[src/sv/srt_pkg.sv]
// Shared types and constants for the shortest-remaining-time scheduler.
// No dependencies; every other file of the block refers to this package.
`timescale 1ns / 1ps
package srt_pkg;

  // Default table size and the job id width.
  localparam int MAX_JOBS_DEF = 16;
  localparam int ID_W         = 8;
  localparam int TIME_W       = 32;
  localparam int LEN_W        = 16;

  // Input function codes.
  localparam logic FUNC_ADD = 1'b0;
  localparam logic FUNC_RUN = 1'b1;

  // Global values that every cell sees during a scan.
  typedef struct packed {
    logic [TIME_W-1:0] now;
    logic              cur_valid;
    logic [ID_W-1:0]   cur_id;
  } ctl_t;

  // Best candidate so far, handed from one cell to the next.
  typedef struct packed {
    logic              vld;
    logic              found;
    logic [ID_W-1:0]   pick;
    logic [LEN_W-1:0]  best;
    logic [TIME_W-1:0] arrival;
    logic [LEN_W-1:0]  length;
    logic [TIME_W-1:0] start;
    logic              started;
  } scan_t;

  // Table update broadcast to all cells; only the addressed cell takes it.
  typedef struct packed {
    logic              add_en;
    logic              run_en;
    logic [ID_W-1:0]   id;
    logic [TIME_W-1:0] arrival;
    logic [LEN_W-1:0]  length;
    logic [LEN_W-1:0]  rem;
    logic              set_start;
    logic [TIME_W-1:0] start;
    logic              set_done;
  } wr_t;

  // Result word.
  typedef struct packed {
    logic [3:0]        job_id;
    logic              table_full;
    logic [TIME_W-1:0] slice_start;
    logic [TIME_W-1:0] job_arrival;
    logic [LEN_W-1:0]  ran_for;
    logic              idle;
    logic              finished;
    logic [TIME_W-1:0] response_time;
    logic [TIME_W-1:0] turnaround_time;
    logic [TIME_W-1:0] wait_time;
    logic              all_done;
  } res_t;

  // Saturating add and subtract of times.
  function automatic logic [TIME_W-1:0] sat_add(logic [TIME_W-1:0] a, logic [TIME_W-1:0] b);
    logic [TIME_W:0] s;
    s = {1'b0, a} + {1'b0, b};
    return s[TIME_W] ? {TIME_W{1'b1}} : s[TIME_W-1:0];
  endfunction

  function automatic logic [TIME_W-1:0] sat_sub(logic [TIME_W-1:0] a, logic [TIME_W-1:0] b);
    return (a > b) ? a - b : '0;
  endfunction

endpackage

[src/sv/srt_cell.sv]
// One job slot of the scheduler chain: holds the job and compares it with
// the candidate handed in from the previous slot. Depends on srt_pkg.
`timescale 1ns / 1ps
module srt_cell (
  input  logic                       clk,
  input  logic                       rst,
  input  logic [srt_pkg::ID_W-1:0]   my_id,
  input  srt_pkg::ctl_t              ctl,
  input  srt_pkg::wr_t               wr,
  input  srt_pkg::scan_t             scan_in,
  output srt_pkg::scan_t             scan_out,
  output logic                       settled
);

  logic                          used;
  logic                          done;
  logic                          started;
  logic [srt_pkg::TIME_W-1:0]    arrival;
  logic [srt_pkg::LEN_W-1:0]     length;
  logic [srt_pkg::LEN_W-1:0]     rem;
  logic [srt_pkg::TIME_W-1:0]    start;
  logic                          hit;
  logic                          elig;
  logic                          take;
  srt_pkg::scan_t                scan_next;

  assign hit     = (wr.id == my_id);
  assign settled = !used || done;

  // This slot wins on a smaller remaining time, or on a tie when it is the
  // job that ran last.
  always_comb begin
    elig = used && !done && (arrival <= ctl.now);
    take = elig && (!scan_in.found || (rem < scan_in.best) ||
                    ((rem == scan_in.best) && ctl.cur_valid && (ctl.cur_id == my_id)));
    scan_next = scan_in;
    if (take) begin
      scan_next.found   = 1'b1;
      scan_next.pick    = my_id;
      scan_next.best    = rem;
      scan_next.arrival = arrival;
      scan_next.length  = length;
      scan_next.start   = start;
      scan_next.started = started;
    end
  end

  // Slot flags and the candidate handed on.
  always_ff @(posedge clk) begin
    if (rst) begin
      used     <= 1'b0;
      done     <= 1'b0;
      started  <= 1'b0;
      scan_out <= '0;
    end else begin
      scan_out <= scan_next;
      if (wr.add_en && hit) begin
        used    <= 1'b1;
        done    <= 1'b0;
        started <= 1'b0;
      end else if (wr.run_en && hit) begin
        if (wr.set_start) started <= 1'b1;
        if (wr.set_done)  done    <= 1'b1;
      end
    end
  end

  // Slot data.
  always_ff @(posedge clk) begin
    if (wr.add_en && hit) begin
      arrival <= wr.arrival;
      length  <= wr.length;
      rem     <= wr.length;
      start   <= '0;
    end else if (wr.run_en && hit) begin
      rem <= wr.rem;
      if (wr.set_start) start <= wr.start;
    end
  end

endmodule

[config.mk]
export PLATFORM = sky130hd
export DESIGN_NAME = srt_cell
export DESIGN_NICKNAME = d
export VERILOG_FILES = /design/src/sv/srt_pkg.sv /design/src/sv/srt_cell.sv
export SDC_FILE = /design/constraint.sdc
export NUM_CORES = 1
export LEC_CHECK = 0
export BUFFER_PORTS_ARGS = -buffer_cell sky130_fd_sc_hd__buf_2
export CAP_MARGIN = 40
export CORE_AREA = 2 2 150 152
export DETAILED_ROUTE_END_ITERATION = 7
export DIE_AREA = 0 0 152 154
export PLACE_DENSITY_LB_ADDON = 0.2
export SYNTH_ARGS = -nofsm -noshare
export SYNTH_HDL_FRONTEND = slang
export SYNTH_SLANG_ARGS = --single-unit
[constraint.sdc]
create_clock -name clk -period 4.5 [get_ports clk]
set_input_delay 0.45 -clock clk [delete_from_list [all_inputs] [get_ports clk]]
set_output_delay 0.45 -clock clk [all_outputs]
set_load 0.03 [all_outputs]
Yosys cells after proc, flatten, opt, wreduce, memory -nomap -nowiden
Cells that the tools add are included.
- add/subtract/negate cells: 0
- multiply operators: 0
- div/mod/pow operators: 0
- order comparisons: 2
- equality and inequality tests: 3
- shifts and indexed selects: 0
- muxes and demuxes: 3
- bitwise logic cells: 0
- reduce and logical (&&, ||, !) cells: 17
- operators with widths (operator ; number):
    two-way mux 106 bit ; 1
    less-or-equal comparator 32 bit ; 1
    two-way mux 16 bit ; 2
    == test 16 bit ; 1
    == test 8 bit ; 2
    less-than comparator 16 bit ; 1
    logical AND 1 bit ; 7
    AND reduction 2 bit ; 2
    logical NOT 1 bit ; 3
    logical OR 1 bit ; 3
    nonzero test 2 bit ; 1
    OR reduction 2 bit ; 1
- register bits: 206
- bits in latches: 0
- memory bits (writable): 0
- ROM bits: 0
- memories: 0

Depth between registers and ports, before layout
Gate-level depths: netlist (run 1).
- depth after elaboration: 6
- mapped depth: 12

Worst setup path before layout (run 1)
Ideal clock, no wire load.
- path type: input to register
- start: input my_id[3] in the netlist's numbering
- end: register arrival[0] in the netlist's numbering, enable pin
- arrival time: 3030 ps
- data required time: 4069 ps
- path slack: 1039 ps
- stages on the path: 7
- path buffers: 3
- cells stage by stage: xnor2_1 > nand4_1 > nor2_1 > and2_1 > clkbuf_1 > buf_1 > clkbuf_1
- longest elaborated chain between the ends: 2
- ends and longest elaborated chain (item ; RTL line ; text):
    from (decl) ; srt_cell.sv:7 ; input logic [srt_pkg::ID_W-1:0] my_id,
    == test 8 bit ; srt_cell.sv:27 ; assign hit = (wr.id == my_id);
    logical AND 1 bit ; srt_cell.sv:70 ; if (wr.add_en && hit) begin
    to (signal assigned) ; srt_cell.sv:71 ; arrival <= wr.arrival;
    to (decl) ; srt_cell.sv:18 ; logic [srt_pkg::TIME_W-1:0] arrival;
No other way between the ends.
A chain may end at the register's enable or synchronous reset.

Worst setup path in the final report (run 1)
- start: register arrival[31] in the netlist's numbering
- end: register scan_out[65] in the netlist's numbering
- longest elaborated chain between the ends: 4
- ends and longest elaborated chain (item ; RTL line ; text):
    less-or-equal comparator 32 bit ; srt_cell.sv:33 ; elig = used && !done && (arrival <= ctl.now);
    logical AND 1 bit ; srt_cell.sv:33 ;
    logical AND 1 bit ; srt_cell.sv:34 ; take = elig && (!scan_in.found || (rem < scan_in.best) ||
    two-way mux 106 bit ; srt_cell.sv:37 ; if (take) begin
    to (signal assigned) ; srt_cell.sv:56 ; scan_out <= scan_next;
    to (decl) ; srt_cell.sv:11 ; output srt_pkg::scan_t scan_out,
No other way between the ends.

==> flow_metrics.tcl, run 1 <==
set metrics [dict create \
    status "finished, final reports clean" \
    route.vias.total 7444 \
    synthDistinctLibCells 42 \
    grt_start_max_net_pins 104 \
    hp-class "primary input to register" \
    startpoint_type "register" \
    cts_setup_buffers 0 \
    finalNetCount 1549 \
    place_hpwl_mm 19.7 \
    grt_setup_unrepaired "no" \
    synth_most_common_cell "nand2_1" \
    cts_resized 0 \
    peakVddDrop_mv 0.293 \
    worst_pin_slew_ps 845 \
    synth_top_area_share_pct 31.5 \
    gp_congestion 0.839 \
    routedWlPerCell_um 17.1 \
    row_count 54 \
    postCtsHoldBufs 0 \
    synth_top_area_cell "dfxtp_1" \
    drc 0 \
    drt_first_pass_iters 5 \
    track_usage_pct 21.6 \
    power.total_mw 4.25 \
    cts_buffers 23 \
    async_reset_ff_share_pct 0 \
    grt_pass1_vias 7314 \
    power-per-cell-area_nw_per_um2 360 \
    multiInputGateArea_sq_um 3790 \
    antenna_found_initial 7 \
    overflow 0 \
    initialDrtViolationCount 285 \
    yosys_warnings 0 \
    fmax_mhz 285 \
    grt_pass1_wl_mm 40.1 \
    viasPerCell 4.84 \
    num-fill-cells 2012 \
    hold_viol 0 \
    synth_ff_type "dfxtp_1" \
    regArea_sq_um 4760 \
    clk_latency_ps 510 \
    ys_ff_latch 206 \
    io_buffer_count 373 \
    max_cap_viol_count 0 \
    power_leakage_nw 5.34 \
    relSlewSlack_pct 43.2 \
    initial_core_util_pct 41.6 \
    drt_wl_total_mm 26.3 \
    root_buffer "clkbuf_16" \
    critPathKind "register to register" \
    dieArea_sq_um 23400 \
    area_delta_synth_final_pct 31.1 \
    min_period_ps 3500 \
    ys_top_cells_by_area "dfxtp_1 32%, edfxtp_1 21%, nand2_1 11%, mux2i_1 10%, ha_1 6.7%" \
    dieWidth_um 152 \
    clk_pin_slew_ps 60 \
    core-area_sq_um 21700 \
    syn_inst 877 \
    setup_viol 0 \
    final_antenna_net_count 0 \
    crit_fanout 46 \
    synth_area_per_cell_sq_um 10.3 \
    synth_edf_count 64 \
    ioPinCount 374 \
    seq_area_frac_synth_pct 52.9 \
    slew_viol_final 0 \
    synth_commonest_cells "254 x nand2_1, 142 x dfxtp_1, 90 x mux2i_1" \
    syn_nets 1191 \
    hold-worst-slack_ps 115 \
    cts_sinks 206 \
    worst_clock_skew_ps 12.1 \
    synth_area_sq_um 9010 \
    cts_tree "built" \
    die_h_um 154 \
    period_share_pct 77.9 \
    drive_above_1_share_pct 36.3 \
    end_kind "register" \
    cts_buffer_depth 3 \
    htreeDepth 1 \
    worstPathArrival_ps 3930 \
    required_ps 4930 \
    setup_tns_ps 0 \
]
[per-stage QoR]
stage	cells	cell area [sq um]	utilization [%]	worst slack (ps)
after floorplan	877	9010	-	1040
after global placement	1488	11100	51.0	971
after detailed placement	1490	11100	51.2	895
after CTS	1532	11800	54.4	954
after global routing	1535	11800	54.5	792
final	1537	11800	54.5	997
[registers in the layout, summed over array words and instances, names as in the netlist]
signal    cells
start        32
started       1
rem          16
arrival      32
length       16
done          1
used          1
scan_out    107
[worst paths after layout]
path,start,to,slack (ps),cells past startpoint
setup / recovery,arrival[31],scan_out[65],1000,9
hold / removal,wr[70],arrival[4],120,1
setup reg to reg,arrival[31],scan_out[65],1000,9
hold reg to reg,start[2],start[2],450,2
[layout make-up]
| class | instances | share of cell area, % |
|---|---|---|
| Antenna cell | 5 | 0.106 |
| Clock buffer | 33 | 5.55 |
| Clock inverter | 9 | 0.392 |
| Inverter | 51 | 1.66 |
| Multi-Input combinational cell | 569 | 32.1 |
| Sequential cell | 206 | 40.3 |
| Tap cell | 280 | 2.96 |
| Timing Repair Buffer | 384 | 16.9 |
[critical path, cell delays in order (launching register included)]
cell	delay (ps)
edfxtp_1	470
ha_1	330
and4_1	200
nand4_1	130
or4_1	580
nand2b_4	170
a22oi_4	410
o21a_4	470
buf_12	370
mux2i_1	240
[cell families after synthesis]
logic type / after synthesis / share of synthesized area (%)
and+or+nand+nor: 299 / 13.6
DFF: 206 / 52.9
muxes: 106 / 12.0
buffers and inverters: 102 / 5.21
AOI/OAI and AO/OA: 100 / 8.15
adders and majority gates: 48 / 6.66
xor gates and xnor gates: 16 / 1.55
[layer usage]
metal,vias up,part of all wire (%),track usage (%)
li1,3718,-,-
met1,3397,41,25.9
met2,279,48,37.4
met3,46,8.4,6.85
met4,4,2.7,5.92
met5,-,0.091,0
[report_power, final]
part	switching [mW]	internal, mW	total, mW
clock	0.747	1.01	1.76
combinational	0.289	0.196	0.485
sequential	0.0216	1.98	2.00
[placed cells by master (no fill, tap or decap), types with 7 or more instances in the layout]
cell and count:
buf_2 373, nand2_1 254, dfxtp_1 142, mux2i_1 90, edfxtp_1 64, inv_1 50, ha_1 48, a21oi_1 47
clkbuf_16 25, mux2_2 16, o2111ai_1 15, o31ai_2 15, nor2_1 9, xnor2_1 8, nand4_1 8, xor2_1 8
clkbuf_1 8, o21ai_0 7, buf_4 7
No activity file was read; power rests on OpenSTA's default activity.
==> run 2: changes to the inputs <==
clock period = 3.4 ns   (was 4.5 ns; I/O delays follow)
==> run 2 against run 1 <==
  * Clock skew increased by 4.8 ps
  * Fmax grew 12%
  * Clock power rose by 32%
  * Hold slack got worse by 98 ps
  * Utilization rose by 1.2 points
  * Design area is 2.2% higher
  * Sequential power increased by 32%
  * First-iteration DRC count increased by 10%
  * Count of clock-buffer cells in the layout grew 2
  * Wire length is 0.15% higher
  * Critical path type unchanged
  * Largest power group unchanged
==> flow_metrics.tcl, run 2 (synthesis gave the netlist of run 1 again) <==
set metrics [dict create \
    antenna_found_initial 7 \
    fmax_mhz 321 \
    num-fill-cells 1987 \
    clk_latency_ps 510 \
    end_kind "register" \
    largest-register "scan_out" \
    p_int_mw 4.25 \
    p_sw_mw 1.40 \
    power_leakage_nw 5.46 \
    power-per-cell-area_nw_per_um2 468 \
    cts_buffer_depth 3 \
    setup_viol 0 \
    track_usage_pct 21.7 \
    cts_sinks 206 \
    initial_core_util_pct 41.6 \
    htreeDepth 1 \
    cts_tree "built" \
    status "finished, final reports clean" \
    relSlewSlack_pct 50.5 \
    overflow 0 \
    cpPeakStageDelay_ps 590 \
    area_delta_synth_final_pct 34.1 \
    final_cell_mix "373 x buf_2, 254 x nand2_1, 142 x dfxtp_1, 90 x mux2i_1, 64 x edfxtp_1" \
    p_comb_share_pct 11.8 \
    cp_num_buf_inv 1 \
    period_share_pct 91.6 \
    clk_pin_slew_ps 60 \
    largest_reg_flops 107 \
    viasPerCell 4.83 \
    worstPathArrival_ps 3540 \
    initialDrtViolationCount 314 \
    final_common_cell "buf_2" \
    routedWlPerCell_um 16.8 \
    die_h_um 154 \
    reg.largest.list "scan_out (107), arrival (32), start (32)" \
    gp_congestion 0.851 \
    dieArea_sq_um 23400 \
    drt_wl_total_mm 26.3 \
    io_buffer_count 373 \
    peakVddDrop_mv 0.357 \
    hp-class "primary input to register" \
    required_ps 3830 \
    drive_above_1_share_pct 36.0 \
    max_cap_viol_count 0 \
    place_hpwl_mm 19.4 \
    slew_viol_final 0 \
    postCtsHoldBufs 22 \
    cts_setup_buffers 0 \
    hold-worst-slack_ps 17.8 \
    root_buffer "clkbuf_16" \
    grt_setup_unrepaired "no" \
    min_period_ps 3120 \
    route.vias.total 7553 \
    power.share.clock_pct 41.2 \
    crit_family "simple AND/OR/NAND/NOR gates" \
    worst_pin_slew_ps 736 \
    final_antenna_net_count 0 \
    grt_start_max_net_pins 87 \
    crit_slowest_cell "or4_1" \
    grt_pass1_wl_mm 40.7 \
    critPathKind "register to register" \
    crit_fanout 36 \
    cts_resized 0 \
    dieWidth_um 152 \
    row_count 54 \
    switching_share_pct 24.7 \
    p_seq_share_pct 46.9 \
    setup_tns_ps 0 \
    grt_pass1_vias 7443 \
    drc 0 \
    startpoint_type "register" \
    finalNetCount 1577 \
    cp_cell_sequence "ha_1 > and4_1 > nand4_1 > or4_1 > nand2b_4 > a22oi_4 > o21a_4 > buf_12 > mux2i_1" \
    drt_first_pass_iters 4 \
    hold_viol 0 \
    worst_clock_skew_ps 16.9 \
    ioPinCount 374 \
    cts_buffers 22 \
    core-area_sq_um 21700 \
]
## run 2: final timing paths
kind / start / end / slack (ps) / cells after the start
setup / recovery: arrival[31] / scan_out[102] / 280 / 9
hold / removal: wr[60] / length[10] / 20 / 1
setup reg to reg: arrival[31] / scan_out[102] / 280 / 9
hold reg to reg: start[4] / start[4] / 450 / 2
## run 2: cell type report
cell class / instances / area, sq um / area share [%]
clock inverter: 5 / 35.0 / 0.290
timing repair buffer: 413 / 2260 / 18.7
multi-input combinational: 569 / 3790 / 31.4
sequential: 206 / 4760 / 39.4
inverter: 51 / 196 / 1.63
tap: 280 / 350 / 2.90
clock buffer: 35 / 669 / 5.54
antenna: 6 / 15.0 / 0.124
## run 2: metrics by stage
| step | area, sq um | std cells | setup WS [ps] | total power, mW | utilization (%) |
|---|---|---|---|---|---|
| after CTS | 12100 | 1558 | 253 | 5.70 | 55.6 |
| final | 12100 | 1565 | 284 | 5.65 | 55.7 |
| after global routing | 12100 | 1564 | 72.7 | 5.87 | 55.7 |
| after detailed placement | 11100 | 1496 | 269 | 3.35 | 51.3 |
| after global placement | 11100 | 1496 | 350 | 3.35 | 51.3 |
| after floorplan | 9010 | 877 | 48.9 | 3.05 | - |
## run 2: per-layer routing
| layer | routed length, um | vias to the layer above | part of all wire [%] | GRT usage (%) |
|---|---|---|---|---|
| met4 | 916 | 2 | 3.5 | 7.57 |
| met5 | 13 | - | 0.049 | 0 |
| met2 | 12500 | 289 | 47 | 36.7 |
| met1 | 11000 | 3445 | 42 | 26.8 |
| met3 | 1900 | 57 | 7.2 | 5.95 |
| li1 | - | 3760 | - | - |
## run 2: power groups by stage
stage / clock, mW / sequential, mW / combinational [mW]
floorplan: 0 / 2.84 / 0.213
global placement: 0 / 2.71 / 0.641
detailed placement: 0 / 2.70 / 0.649
CTS: 2.38 / 2.65 / 0.673
global route: 2.48 / 2.66 / 0.731
finish: 2.33 / 2.65 / 0.669
## run 2: worst register-to-register path, delay by kind of cell (launching register included)
| family | cells | cell delay (ps) |
|---|---|---|
| buffers and inverters | 1 | 310 |
| flip-flops | 1 | 470 |
| AND/OR/NAND/NOR | 4 | 1110 |
| adder cells (fa/ha/maj) | 1 | 340 |
| multiplexers | 1 | 260 |
| AO/OA/AOI/OAI | 2 | 560 |
